--- config.mk ---
export PLATFORM = sky130hd
export DESIGN_NAME = servo_homing_and_slew_controller_core
export DESIGN_NICKNAME = d
export VERILOG_FILES = /design/src/shs_pkg.sv /design/src/shs_state_mem.sv /design/src/servo_homing_and_slew_controller_core.sv
export SDC_FILE = /design/constraint.sdc
export NUM_CORES = 1
export LEC_CHECK = 0
export BUFFER_PORTS_ARGS = -buffer_cell sky130_fd_sc_hd__buf_4
export CAP_MARGIN = 20
export CORE_AREA = 2 2 199 201
export CTS_BUF_LIST = sky130_fd_sc_hd__clkbuf_16
export CTS_CLUSTER_DIAMETER = 150
export DETAILED_ROUTE_END_ITERATION = 8
export DIE_AREA = 0 0 201 203
export SYNTH_ARGS = -nofsm -noshare
export SYNTH_HDL_FRONTEND = slang
export SYNTH_SLANG_ARGS = --single-unit
export TNS_END_PERCENT = 100
--- constraint.sdc ---
create_clock -name clk -period 7.57 [get_ports clk]
set_input_delay 0 -clock clk [delete_from_list [all_inputs] [get_ports clk]]
set_output_delay 0 -clock clk [all_outputs]
set_load 0.02 [all_outputs]
--- src/shs_pkg.sv ---
// Package for the servo homing and slew controller: sizes, codes and types.
`timescale 1ns / 1ps

package shs_pkg;

  // Number of servos and the width of a servo index
  localparam int SERVOS = 4;
  localparam int SIDX_W = (SERVOS > 1) ? $clog2(SERVOS) : 1;

  // Field widths
  localparam int ANG_W   = 12;
  localparam int STEP_W  = 4;
  localparam int LIM_W   = 10;
  localparam int CTR_W   = 8;
  localparam int WDATA_W = 10;

  // Input modes
  localparam logic [1:0] MODE_SET  = 2'd0;
  localparam logic [1:0] MODE_TICK = 2'd1;
  localparam logic [1:0] MODE_HOME = 2'd2;

  // Result kinds
  localparam logic [1:0] KIND_RAMP = 2'd0;
  localparam logic [1:0] KIND_RAW  = 2'd1;
  localparam logic [1:0] KIND_HOME = 2'd2;

  // Configuration register indexes
  localparam logic [1:0] REG_STEP_SIZE    = 2'd0;
  localparam logic [1:0] REG_SEARCH_LIMIT = 2'd1;
  localparam logic [1:0] REG_CENTER_ANGLE = 2'd2;

  // Reset values of the configuration registers
  localparam logic [STEP_W-1:0] STEP_SIZE_RST    = 4'd1;
  localparam logic [LIM_W-1:0]  SEARCH_LIMIT_RST = 10'd400;
  localparam logic [CTR_W-1:0]  CENTER_ANGLE_RST = 8'd90;

  // Raw angle range
  localparam logic signed [ANG_W-1:0] ANG_MAX = 12'sh7FF;
  localparam logic signed [ANG_W-1:0] ANG_MIN = 12'sh800;

  // Per-servo entry kept in the state memory
  typedef struct packed {
    logic signed [ANG_W-1:0] cur;
    logic signed [ANG_W-1:0] tgt;
    logic signed [ANG_W-1:0] raw;
  } entry_t;

  // Homing phase
  typedef enum logic [2:0] {
    PH_IDLE,
    PH_UP,
    PH_BACK,
    PH_DOWN,
    PH_CENTER
  } phase_t;

  // Sequencer state
  typedef enum logic [1:0] {
    ST_IDLE,
    ST_ISSUE,
    ST_EXEC
  } state_t;

endpackage

--- src/shs_state_mem.sv ---
// Per-servo state memory: one write and one registered read port, entries read zero until written.
`timescale 1ns / 1ps

module shs_state_mem
  import shs_pkg::*;
(
  input  logic              clk,
  input  logic              rst,
  input  logic              rd_en,
  input  logic [SIDX_W-1:0] rd_addr,
  input  logic              wr_en,
  input  logic [SIDX_W-1:0] wr_addr,
  input  entry_t            wr_data,
  output entry_t            rd_data
);

  entry_t            mem [SERVOS];
  logic [SERVOS-1:0] written;
  entry_t            rd_raw;
  logic              rd_hit;

  // Storage array, written and read in clocked blocks
  always_ff @(posedge clk) begin
    if (wr_en) begin
      mem[wr_addr] <= wr_data;
    end
    if (rd_en) begin
      rd_raw <= mem[rd_addr];
    end
  end

  // Written flags stand in for the zero reset of the array
  always_ff @(posedge clk) begin
    if (rst) begin
      written <= '0;
      rd_hit  <= 1'b0;
    end else begin
      if (wr_en) begin
        written[wr_addr] <= 1'b1;
      end
      if (rd_en) begin
        rd_hit <= written[rd_addr];
      end
    end
  end

  assign rd_data = rd_hit ? rd_raw : '0;

endmodule

--- src/servo_homing_and_slew_controller_core.sv ---
// Top level: item sequencer, ramp and homing logic around the per-servo state memory.
//
//   channel  direction  handshake              payload
//   in       input      in_valid / in_ready    mode, servo, angle, stop_button
//   out      output     out_valid / out_ready  kind, servo_id, value, low_limit,
//                                              high_limit, last
//   cfg      input      wr_en                  wr_index, wr_data
//
// An item is taken in the idle state; a set target to a servo in range or a homing
// tick goes through accept, memory read and read-modify-write; a ramp tick through
// accept and a read and read-modify-write per servo; a home item, an unused mode
// or an out-of-range set ends at accept. Entries are read and written one at a time.
// A result waits in the output register while the next item is accepted; a step
// that emits stalls only while that register is still full.
// Reset is synchronous and holds in_ready low; memory entries read zero until
// written, no clearing pass.
`timescale 1ns / 1ps

module servo_homing_and_slew_controller_core
  import shs_pkg::*;
(
  input  logic                    clk,
  input  logic                    rst,
  // input items
  input  logic                    in_valid,
  output logic                    in_ready,
  input  logic [1:0]              mode,
  input  logic [3:0]              servo,
  input  logic signed [ANG_W-1:0] angle,
  input  logic                    stop_button,
  // results
  output logic                    out_valid,
  input  logic                    out_ready,
  output logic [1:0]              kind,
  output logic [3:0]              servo_id,
  output logic signed [ANG_W-1:0] value,
  output logic signed [ANG_W-1:0] low_limit,
  output logic signed [ANG_W-1:0] high_limit,
  output logic                    last,
  // configuration
  input  logic                    wr_en,
  input  logic [1:0]              wr_index,
  input  logic [WDATA_W-1:0]      wr_data
);

  // Configuration registers
  logic [STEP_W-1:0] step_size;
  logic [LIM_W-1:0]  search_limit;
  logic [CTR_W-1:0]  center_angle;

  // Latched item
  logic [1:0]              mode_q;
  logic [3:0]              servo_q;
  logic signed [ANG_W-1:0] angle_q;
  logic                    button_q;

  // Sequencer and homing control
  state_t            state, state_next;
  phase_t            phase, phase_next;
  logic [SIDX_W-1:0] idx, idx_next;
  logic [SIDX_W-1:0] hs, hs_next;
  logic [LIM_W-1:0]  step_count, step_count_next;
  logic [LIM_W-1:0]  up_steps, up_steps_next;
  logic [LIM_W-1:0]  down_steps, down_steps_next;

  // Memory ports
  logic              rd_en;
  logic [SIDX_W-1:0] rd_addr;
  logic              mem_we;
  logic [SIDX_W-1:0] wr_addr;
  entry_t            mem_wdata;
  entry_t            ent;

  // Result staging
  logic                    emit;
  logic                    out_free;
  logic [1:0]              res_kind;
  logic [SIDX_W-1:0]       res_id;
  logic signed [ANG_W-1:0] res_value;
  logic signed [ANG_W-1:0] res_low;
  logic signed [ANG_W-1:0] res_high;
  logic                    res_last;

  // Datapath terms
  logic                    in_take;
  logic                    servo_ok;
  logic                    homing;
  logic [LIM_W:0]          half_sum;
  logic [LIM_W-1:0]        half;
  logic signed [ANG_W:0]   c13, t13, s13, ramp_up, ramp_dn;
  logic signed [ANG_W-1:0] ramp_pos;
  logic signed [ANG_W-1:0] raw_inc, raw_dec;
  logic signed [ANG_W-1:0] center_s;
  logic                    last_servo;

  assign in_ready = (state == ST_IDLE) && !rst;
  assign in_take  = in_valid && in_ready;
  assign out_free = !out_valid || out_ready;
  assign servo_ok = ({1'b0, servo} < 5'(SERVOS));
  assign homing   = (phase != PH_IDLE);

  // Configuration writes
  always_ff @(posedge clk) begin
    if (rst) begin
      step_size    <= STEP_SIZE_RST;
      search_limit <= SEARCH_LIMIT_RST;
      center_angle <= CENTER_ANGLE_RST;
    end else if (wr_en) begin
      case (wr_index)
        REG_STEP_SIZE:    step_size    <= wr_data[STEP_W-1:0];
        REG_SEARCH_LIMIT: search_limit <= wr_data[LIM_W-1:0];
        REG_CENTER_ANGLE: center_angle <= wr_data[CTR_W-1:0];
        default:          ;
      endcase
    end
  end

  // Item capture
  always_ff @(posedge clk) begin
    if (in_take) begin
      mode_q   <= mode;
      servo_q  <= servo;
      angle_q  <= angle;
      button_q <= stop_button;
    end
  end

  // Ramp one step toward target, clamped at the target
  assign c13      = {ent.cur[ANG_W-1], ent.cur};
  assign t13      = {ent.tgt[ANG_W-1], ent.tgt};
  assign s13      = {{(ANG_W + 1 - STEP_W){1'b0}}, step_size};
  assign ramp_up  = c13 + s13;
  assign ramp_dn  = c13 - s13;

  always_comb begin
    if (c13 < t13) begin
      ramp_pos = (ramp_up > t13) ? ent.tgt : ramp_up[ANG_W-1:0];
    end else if (c13 > t13) begin
      ramp_pos = (ramp_dn < t13) ? ent.tgt : ramp_dn[ANG_W-1:0];
    end else begin
      ramp_pos = ent.cur;
    end
  end

  // Saturating raw moves and homing midpoint
  assign raw_inc    = (ent.raw == ANG_MAX) ? ANG_MAX : ent.raw + 12'sd1;
  assign raw_dec    = (ent.raw == ANG_MIN) ? ANG_MIN : ent.raw - 12'sd1;
  assign half_sum   = {1'b0, up_steps} + {1'b0, down_steps};
  assign half       = half_sum[LIM_W:1];
  assign center_s   = {{(ANG_W - CTR_W){1'b0}}, center_angle};
  assign last_servo = (hs == SIDX_W'(SERVOS - 1));

  // Sequencer: next state, memory controls and result staging
  always_comb begin
    state_next      = state;
    phase_next      = phase;
    idx_next        = idx;
    hs_next         = hs;
    step_count_next = step_count;
    up_steps_next   = up_steps;
    down_steps_next = down_steps;
    rd_en           = 1'b0;
    rd_addr         = idx;
    mem_we          = 1'b0;
    wr_addr         = idx;
    mem_wdata       = ent;
    emit            = 1'b0;
    res_kind        = KIND_RAMP;
    res_id          = idx;
    res_value       = '0;
    res_low         = '0;
    res_high        = '0;
    res_last        = 1'b1;

    case (state)
      ST_IDLE: begin
        if (in_take) begin
          case (mode)
            MODE_SET: begin
              if (servo_ok) begin
                state_next = ST_ISSUE;
              end
            end
            MODE_TICK: begin
              idx_next   = '0;
              state_next = ST_ISSUE;
            end
            MODE_HOME: begin
              if (!homing) begin
                phase_next      = PH_UP;
                hs_next         = '0;
                step_count_next = '0;
                up_steps_next   = '0;
                down_steps_next = '0;
              end
            end
            default: ;
          endcase
        end
      end

      ST_ISSUE: begin
        rd_en = 1'b1;
        if (mode_q == MODE_SET) begin
          rd_addr = servo_q[SIDX_W-1:0];
        end else if (homing) begin
          rd_addr = hs;
        end else begin
          rd_addr = idx;
        end
        state_next = ST_EXEC;
      end

      ST_EXEC: begin
        if (mode_q == MODE_SET) begin
          // store the target, keep the rest of the entry
          mem_we        = 1'b1;
          wr_addr       = servo_q[SIDX_W-1:0];
          mem_wdata.tgt = angle_q;
          state_next    = ST_IDLE;
        end else if (!homing) begin
          // ramp walk, one servo per pass
          emit      = 1'b1;
          res_kind  = KIND_RAMP;
          res_id    = idx;
          res_value = ramp_pos;
          res_last  = (idx == SIDX_W'(SERVOS - 1));
          if (out_free) begin
            mem_we        = 1'b1;
            wr_addr       = idx;
            mem_wdata.cur = ramp_pos;
            if (res_last) begin
              state_next = ST_IDLE;
            end else begin
              idx_next   = idx + 1'b1;
              state_next = ST_ISSUE;
            end
          end
        end else begin
          // one homing move or decision
          res_id  = hs;
          wr_addr = hs;
          case (phase)
            PH_UP, PH_DOWN: begin
              if (button_q && (step_count < search_limit)) begin
                emit      = 1'b1;
                res_kind  = KIND_RAW;
                res_value = (phase == PH_UP) ? raw_inc : raw_dec;
                if (out_free) begin
                  mem_we          = 1'b1;
                  mem_wdata.raw   = res_value;
                  step_count_next = step_count + 1'b1;
                end
              end else if (button_q) begin
                // search ran out with the button still released: failure
                emit      = 1'b1;
                res_kind  = KIND_HOME;
                res_value = '0;
                if (out_free) begin
                  step_count_next = '0;
                  up_steps_next   = '0;
                  down_steps_next = '0;
                  if (last_servo) begin
                    phase_next = PH_IDLE;
                  end else begin
                    hs_next    = hs + 1'b1;
                    phase_next = PH_UP;
                  end
                end
              end else begin
                if (phase == PH_UP) begin
                  up_steps_next = step_count;
                  phase_next    = PH_BACK;
                end else begin
                  down_steps_next = step_count;
                  phase_next      = PH_CENTER;
                end
                step_count_next = '0;
              end
            end
            PH_BACK: begin
              if (step_count < up_steps) begin
                emit      = 1'b1;
                res_kind  = KIND_RAW;
                res_value = raw_dec;
                if (out_free) begin
                  mem_we          = 1'b1;
                  mem_wdata.raw   = raw_dec;
                  step_count_next = step_count + 1'b1;
                end
              end else begin
                step_count_next = '0;
                phase_next      = PH_DOWN;
              end
            end
            PH_CENTER: begin
              emit = 1'b1;
              if (step_count < half) begin
                res_kind  = KIND_RAW;
                res_value = raw_inc;
                if (out_free) begin
                  mem_we          = 1'b1;
                  mem_wdata.raw   = raw_inc;
                  step_count_next = step_count + 1'b1;
                end
              end else begin
                // homed: center the servo and report its limits
                res_kind  = KIND_HOME;
                res_value = 12'sd1;
                res_low   = center_s - {{(ANG_W - LIM_W){1'b0}}, half};
                res_high  = center_s + {{(ANG_W - LIM_W){1'b0}}, half};
                if (out_free) begin
                  mem_we          = 1'b1;
                  mem_wdata.cur   = center_s;
                  mem_wdata.tgt   = center_s;
                  step_count_next = '0;
                  up_steps_next   = '0;
                  down_steps_next = '0;
                  if (last_servo) begin
                    phase_next = PH_IDLE;
                  end else begin
                    hs_next    = hs + 1'b1;
                    phase_next = PH_UP;
                  end
                end
              end
            end
            default: begin
              phase_next = PH_IDLE;
            end
          endcase
          if (!emit || out_free) begin
            state_next = ST_IDLE;
          end
        end
      end

      default: begin
        state_next = ST_IDLE;
      end
    endcase
  end

  // Control registers
  always_ff @(posedge clk) begin
    if (rst) begin
      state      <= ST_IDLE;
      phase      <= PH_IDLE;
      idx        <= '0;
      hs         <= '0;
      step_count <= '0;
      up_steps   <= '0;
      down_steps <= '0;
    end else begin
      state      <= state_next;
      phase      <= phase_next;
      idx        <= idx_next;
      hs         <= hs_next;
      step_count <= step_count_next;
      up_steps   <= up_steps_next;
      down_steps <= down_steps_next;
    end
  end

  // Output register
  always_ff @(posedge clk) begin
    if (rst) begin
      out_valid <= 1'b0;
    end else if (emit && out_free) begin
      out_valid <= 1'b1;
    end else if (out_ready) begin
      out_valid <= 1'b0;
    end
  end

  always_ff @(posedge clk) begin
    if (emit && out_free) begin
      kind       <= res_kind;
      servo_id   <= 4'(res_id);
      value      <= res_value;
      low_limit  <= res_low;
      high_limit <= res_high;
      last       <= res_last;
    end
  end

  // Per-servo state memory
  shs_state_mem u_mem (
    .clk     (clk),
    .rst     (rst),
    .rd_en   (rd_en),
    .rd_addr (rd_addr),
    .wr_en   (mem_we),
    .wr_addr (wr_addr),
    .wr_data (mem_wdata),
    .rd_data (ent)
  );

endmodule

==> results of run 1 <==
==> state kept, by name, indices dropped and copies added, names as in the netlist, 3 cells and up <==
signal / count
low_limit: 11
angle_q: 12
step_count: 10
center_angle: 8
down_steps: 10
high_limit: 10
u_mem.mem: 144
value: 12
u_mem.written: 4
u_mem.rd_raw: 36
up_steps: 10
search_limit: 10
phase: 3
step_size: 4
==> critical path, delay by kind of cell (launching register included) <==
family	cells	cell delay [ns]
simple gates	7	2.21
compound gates	5	0.98
flops	1	0.66
fa+ha+maj	2	0.56
mux	1	0.41
xor+xnor	2	0.40
buf+inv	1	0.39
==> stage by stage <==
stage | utilization | power, mW | hold slack (ns)
detailed placement | 0.485 | 2.05 | 0.179
floorplan | - | 1.97 | 0.0989
global placement | 0.485 | 2.04 | 0.178
global route | 0.526 | 3.85 | 0.143
CTS | 0.525 | 3.78 | 0.116
finish | 0.526 | 3.74 | 0.145
==> metal layers <==
| metal | share of wire | global-route usage | vias to the layer above |
|---|---|---|---|
| li1 | - | - | 6503 |
| met1 | 0.42 | 0.362 | 6905 |
| met2 | 0.45 | 0.427 | 661 |
| met3 | 0.083 | 0.0427 | 144 |
| met4 | 0.047 | 0.134 | 2 |
| met5 | 0.00013 | 0 | - |
==> final timing paths <==
kind / from / to / slack (ns) / cells past startpoint
setup / recovery: u_mem.rd_hit / u_mem.mem[0][32] / 1.61 / 18
hold / removal: angle[8] / angle_q[8] / 0.14 / 2
setup reg to reg: u_mem.rd_hit / u_mem.mem[0][32] / 1.61 / 18
hold reg to reg: search_limit[9] / search_limit[9] / 0.46 / 2
==> layout make-up <==
class	count	area, um^2
Fill cell	3381	18300
Clock buffer	38	951
Tap cell	518	648
Sequential cell	302	8400
Multi-Input combinational cell	1205	8550
Inverter	72	270
Clock inverter	26	223
Timing Repair Buffer	145	1180
==> cell usage in the layout (no fill, tap or decap), types with 7 or more instances in the layout <==
cell type      synthesis  layout
edfxtp_1             235     235
nand2_1              161     161
nor2_1               138     137
buf_4                 12     108
a21oi_1              103     103
ha_1                  97      97
o21ai_0               93      93
inv_1                 72      73
dfxtp_1               67      66
nor3_1                50      46
nand3_1               43      43
xnor2_1               40      40
clkbuf_16              0      38
mux4_2                37      37
dlygate4sd3_1          0      36
o22ai_1               29      28
o211ai_1              26      26
mux2i_1               26      26
nand4_1               19      19
a211oi_1              19      19
and2_1                17      17
nand2b_1              16      16
xor2_1                16      16
nor2b_1               15      15
o31ai_1               15      15
o21a_1                15      15
and3_1                14      14
a22o_1                14      14
or3_1                 12      12
a22oi_1               12      12
a31oi_1               10      10
o2bb2ai_1              9       9
o21ai_1                8       8
mux2_2                 8       8
o21bai_1               8       8
o221ai_1               7       7
clkinv_1               0       7
==> cells by family after synthesis <==
kind of cell             Yosys count
AO/OA/AOI/OAI                    452
multiplexers                      72
adder cells (fa/ha/maj)          101
XOR/XNOR                          56
AND/OR/NAND/NOR                  521
other                              1
buffers and inverters            164
flip-flops                       302
==> report_power, final <==
group          total (mW)  internal (mW)  switching [mW]
Sequential           1.82           1.79          0.0292
Combinational       0.205         0.0839           0.122
Clock                1.71          0.989           0.726
==> impl_results.md, run 1 <==
- Number of synthesized flops with an enable pin: 235
- Arrival time at the worst endpoint: 6.22 ns
- Clock Path Buffers: 3
- Number of setup buffers added after CTS: 0
- Die Height: 203 um
- Most frequent cell after synthesis: edfxtp_1
- CTS Buf Count: 36
- CTS tree: done
- Nature of the critical path endpoint: register
- Drt initial violations: 1312
- Setup WS pre-CTS: 1.84 ns
- Number of global-route vias before repair: 13700
- Post-CTS Resized: 0
- Final instance area: 20200 um^2
- P per Cell Area: 185 nW/um^2
- Async set-reset flop share out of synthesis: 0
- Layout Nets: 1898
- DIE AREA: 40800 um^2
- Cell count after synthesis: 1669
- Clock Skew: 0.0340 ns
- Crit-path slowest cell: nor3_4
- CTS clk-pin slew, worst paths: 0.06 ns
- Synth cell types: 95
- Die width: 201 um
- Sink Count: 302
- Element type at the critical path start: register
- Final GP Congestion: 1.00
- WL/cell: 24.0 um
- Latest clock arrival within the worst-skew pair: 0.57 ns
- Critical Path RT: 7.84 ns
- Critical path cell sequence: buf_4 > nand2_1 > xnor2_1 > ha_1 > a21oi_1 > o221a_2 > nor3_1 > nand3_1 > xnor2_1 > ha_1 > nand4_1 > nor3_1 > o31ai_1 > and4b_1 > nor3_4 > mux2_2 > o22ai_1 > o22ai_1
- Minimum clock period: 5.96 ns
- CP max FO: 27
- Main synth FF type: edfxtp_1
- Pins Over Slew Limit: 0
- Mux contribution to synthesized area: 0.0679
- Port Buffers: 77
- Cells after DPL: 2204
- Routed WL: 55300 um
- Worst Tran Pin Value: 1.13 ns
- Seq/Total Area, Yosys: 0.477
- Syn Area/Cell: 10.5 um^2
- Fin cells: 2306
- Setup CP Type: reg -> reg
- Top cells by count, synth: edfxtp_1, nand2_1, nor2_1, a21oi_1, ha_1
- IO Count: 81
- Synth top area cells: edfxtp_1, dfxtp_1, ha_1
- Layout cells sized above 1: 0.134
- Final period util: 0.787
- Fmax achieved: 168 MHz
- Area Overhead vs Synth: 14.9%
- Via density per instance: 6.16
- Total global routing overflow: 0
- Rows: 72
- Max-cap viol count: 0
- DRT antenna net count: 0
- First-pass GRT wire length: 83600 um
- Status: complete, no violations
- Via Count: 14200
- # setup viols final: 0
- Setup repair after global routing missed its margin: no
- Rel. slew slack: 0.244
- Synth Area in XOR/XNOR: 0.0279
- Pre-antenna DRT Iters: 7
- YS warnings: 0
- Initial antenna violation count: 1
- Top cell type's share of synthesized area: 0.401
- Post-synthesis simple-gate area fraction: 0.142
- Final HPWL DP: 39000 um
- Adder-cell share of the synthesized area: 0.0730
- Starting density of the core: 0.457
- Setup TNS Final: 0 ns
- Largest family of logic cells by synthesized area: compound AO/OA/AOI/OAI gates
- Core area: 38500 um^2
- Worst Hold Class: in -> reg
- Leading area contributor after synthesis: edfxtp_1
- Hold Fails Final Rpt: 0
- Synthesized area: 17600 um^2
- CP max stage delay: 0.73 ns
- Placed cell area: 18700 um^2
- Number of remaining DRC errors: 0
- Max VDD drop: 183 uV
- Leak: 7.35 nW
- Synth Area in Compound Gates: 0.172
- CTS Hold Buffers Added: 36
- Root buffer cell: clkbuf_16
- Ant. Diodes: 0
- Tot GR Track Use: 0.270
- H-tree depth: 2
- Final WS setup: 1.61 ns
- Synthesis-stage register bit count: 302
- Largest net degree at the start of global routing: 39
(Power assumes the default switching activity.)
==> inputs of run 2 (changes only) <==
==> constraint.sdc (replaced) <==
create_clock -name clk -period 5.9 [get_ports clk]
set_input_delay 0 -clock clk [delete_from_list [all_inputs] [get_ports clk]]
set_output_delay 0 -clock clk [all_outputs]
set_load 0.02 [all_outputs]
==> impl_results.md, run 2 (synthesized netlist as in run 1, its figures left out) <==
- IO Count: 81
- Status: complete, no violations
- Clock Skew: 0.0282 ns
- Pins Over Slew Limit: 0
- Sequential group share of total power: 0.491
- Crit-path slowest cell: nor3_1
- P_sw: 1.10 mW
- Cells after DPL: 2214
- Arrival time at the worst endpoint: 5.54 ns
- Combinational share of power: 0.057
- Clock group share of total power: 0.453
- Die width: 201 um
- Top Registers: u_mem.mem x144, u_mem.rd_raw x36
- Die Height: 203 um
- Fmax achieved: 189 MHz
- First-pass GRT wire length: 81400 um
- WL/cell: 22.9 um
- # setup viols final: 0
- CTS clk-pin slew, worst paths: 0.06 ns
- Setup TNS Final: 0 ns
- Worst Tran Pin Value: 1.18 ns
- CP max stage delay: 0.48 ns
- Number of global-route vias before repair: 13700
- Hold Fails Final Rpt: 0
- Critical Path RT: 6.15 ns
- Internal cell power: 3.66 mW
- Final WS setup: 0.612 ns
- Number of remaining DRC errors: 0
- Pre-antenna DRT Iters: 5
- Root buffer cell: clkbuf_16
- Setup CP Type: reg -> reg
- Latest clock arrival within the worst-skew pair: 0.56 ns
- Initial antenna violation count: 0
- Minimum clock period: 5.29 ns
- Layout Nets: 1910
- Tot GR Track Use: 0.260
- Largest register by flop count: u_mem.mem
- Sw frac: 0.231
- Final period util: 0.896
- Drt initial violations: 1431
- Element type at the critical path start: register
- Commonest non-fill, non-tap cell in the layout: edfxtp_1
- Layout cells sized above 1: 0.138
- Setup repair after global routing missed its margin: no
- H-tree depth: 2
- Via density per instance: 6.12
- Final HPWL DP: 37900 um
- Most frequent CP cell: ha_1
- CTS tree: done
- CTS Buf Count: 36
- Max VDD drop: 179 uV
- Nature of the critical path endpoint: register
- Via Count: 14200
- Setup WS pre-CTS: 0.683 ns
- Max reg flops: 144
- Rel. slew slack: 0.210
- Commonest non-fill, non-tap cells in the layout: edfxtp_1, nand2_1, nor2_1, buf_4, a21oi_1
- Starting density of the core: 0.457
- Max-cap viol count: 0
- DIE AREA: 40800 um^2
- Worst Hold Class: in -> reg
- Core area: 38500 um^2
- Ant. Diodes: 0
- P per Cell Area: 234 nW/um^2
- Number of setup buffers added after CTS: 0
- Clock Path Buffers: 3
- Rows: 72
- Sink Count: 302
- Final GP Congestion: 0.942
- Largest net degree at the start of global routing: 74
- Layout Utilization: 0.529
- Leak: 7.45 nW
- CP max FO: 9
- Fin cells: 2319
- Total global routing overflow: 0
- Area Overhead vs Synth: 15.6%
- Critical path cell sequence: nand2_1 > inv_1 > ha_1 > ha_1 > a21oi_1 > o221a_2 > nor3_1 > nand3_1 > xnor2_1 > ha_1 > nand4_1 > nor3_1 > o31ai_1 > and4b_1 > nor3_4 > buf_4 > mux2_2 > o21ai_0 > o21ai_0
- Port Buffers: 77
- DRT antenna net count: 0
- Routed WL: 53100 um
[run 2: cell count changes in the layout (fill, tap and decap cells not counted), sizes merged]
cell and change:
buf +12, bufinv -1, clkinv -3, clkinvlp -2, dlygate4sd3 +1, inv +6
[run 2: worst paths after layout]
kind / startpoint / end / slack, ns / cells after the start
setup / recovery: u_mem.rd_hit / u_mem.mem[2][28] / 0.61 / 19
hold / removal: angle[4] / angle_q[4] / 0.17 / 2
setup reg to reg: u_mem.rd_hit / u_mem.mem[2][28] / 0.61 / 19
hold reg to reg: search_limit[3] / search_limit[3] / 0.46 / 2
[run 2: layer usage]
metal | track usage | share of wire
met1 | 0.367 | 0.43
met2 | 0.401 | 0.45
met3 | 0.0409 | 0.081
met4 | 0.106 | 0.037
met5 | 0 | 0
[run 2: cell type report]
class	count	area (um^2)
clock buffer	39	976
clock inverter	26	176
fill	3405	18100
inverter	72	270
multi-input combinational	1205	8550
sequential	302	8400
tap	518	648
timing repair buffer	157	1320
[run 2: power by group through the flow]
stage	clock, mW	sequential [mW]	combinational [mW]
final	2.15	2.34	0.271
after detailed placement	0	2.38	0.248
after CTS	2.20	2.33	0.267
after floorplan	0	2.36	0.172
after global routing	2.28	2.34	0.294
after global placement	0	2.38	0.247
[run 2: what timing repair did]
item / CTS / global route
resized for setup: 0 / 0
hold buffers: 37 / 0
setup endpoints to repair: 0 / 0
hold endpoints to repair: 57 / 0
[run 2: critical path, delay by kind of cell (launching register included)]
family | cells | cell delay, ns
AOI/OAI and AO/OA | 5 | 1.05
adders and majority gates | 3 | 0.79
buffers and inverters | 2 | 0.35
xor gates and xnor gates | 1 | 0.19
muxes | 1 | 0.33
DFF | 1 | 0.40
and+or+nand+nor | 7 | 1.88
[run 2: per-stage QoR]
| stage | area [um^2] | hold WS (ns) | total power [mW] |
|---|---|---|---|
| floorplan | 17600 | 0.0989 | 2.53 |
| global placement | 18800 | 0.178 | 2.63 |
| detailed placement | 18800 | 0.179 | 2.63 |
| CTS | 20300 | 0.141 | 4.81 |
| global route | 20300 | 0.152 | 4.91 |
| finish | 20300 | 0.166 | 4.76 |
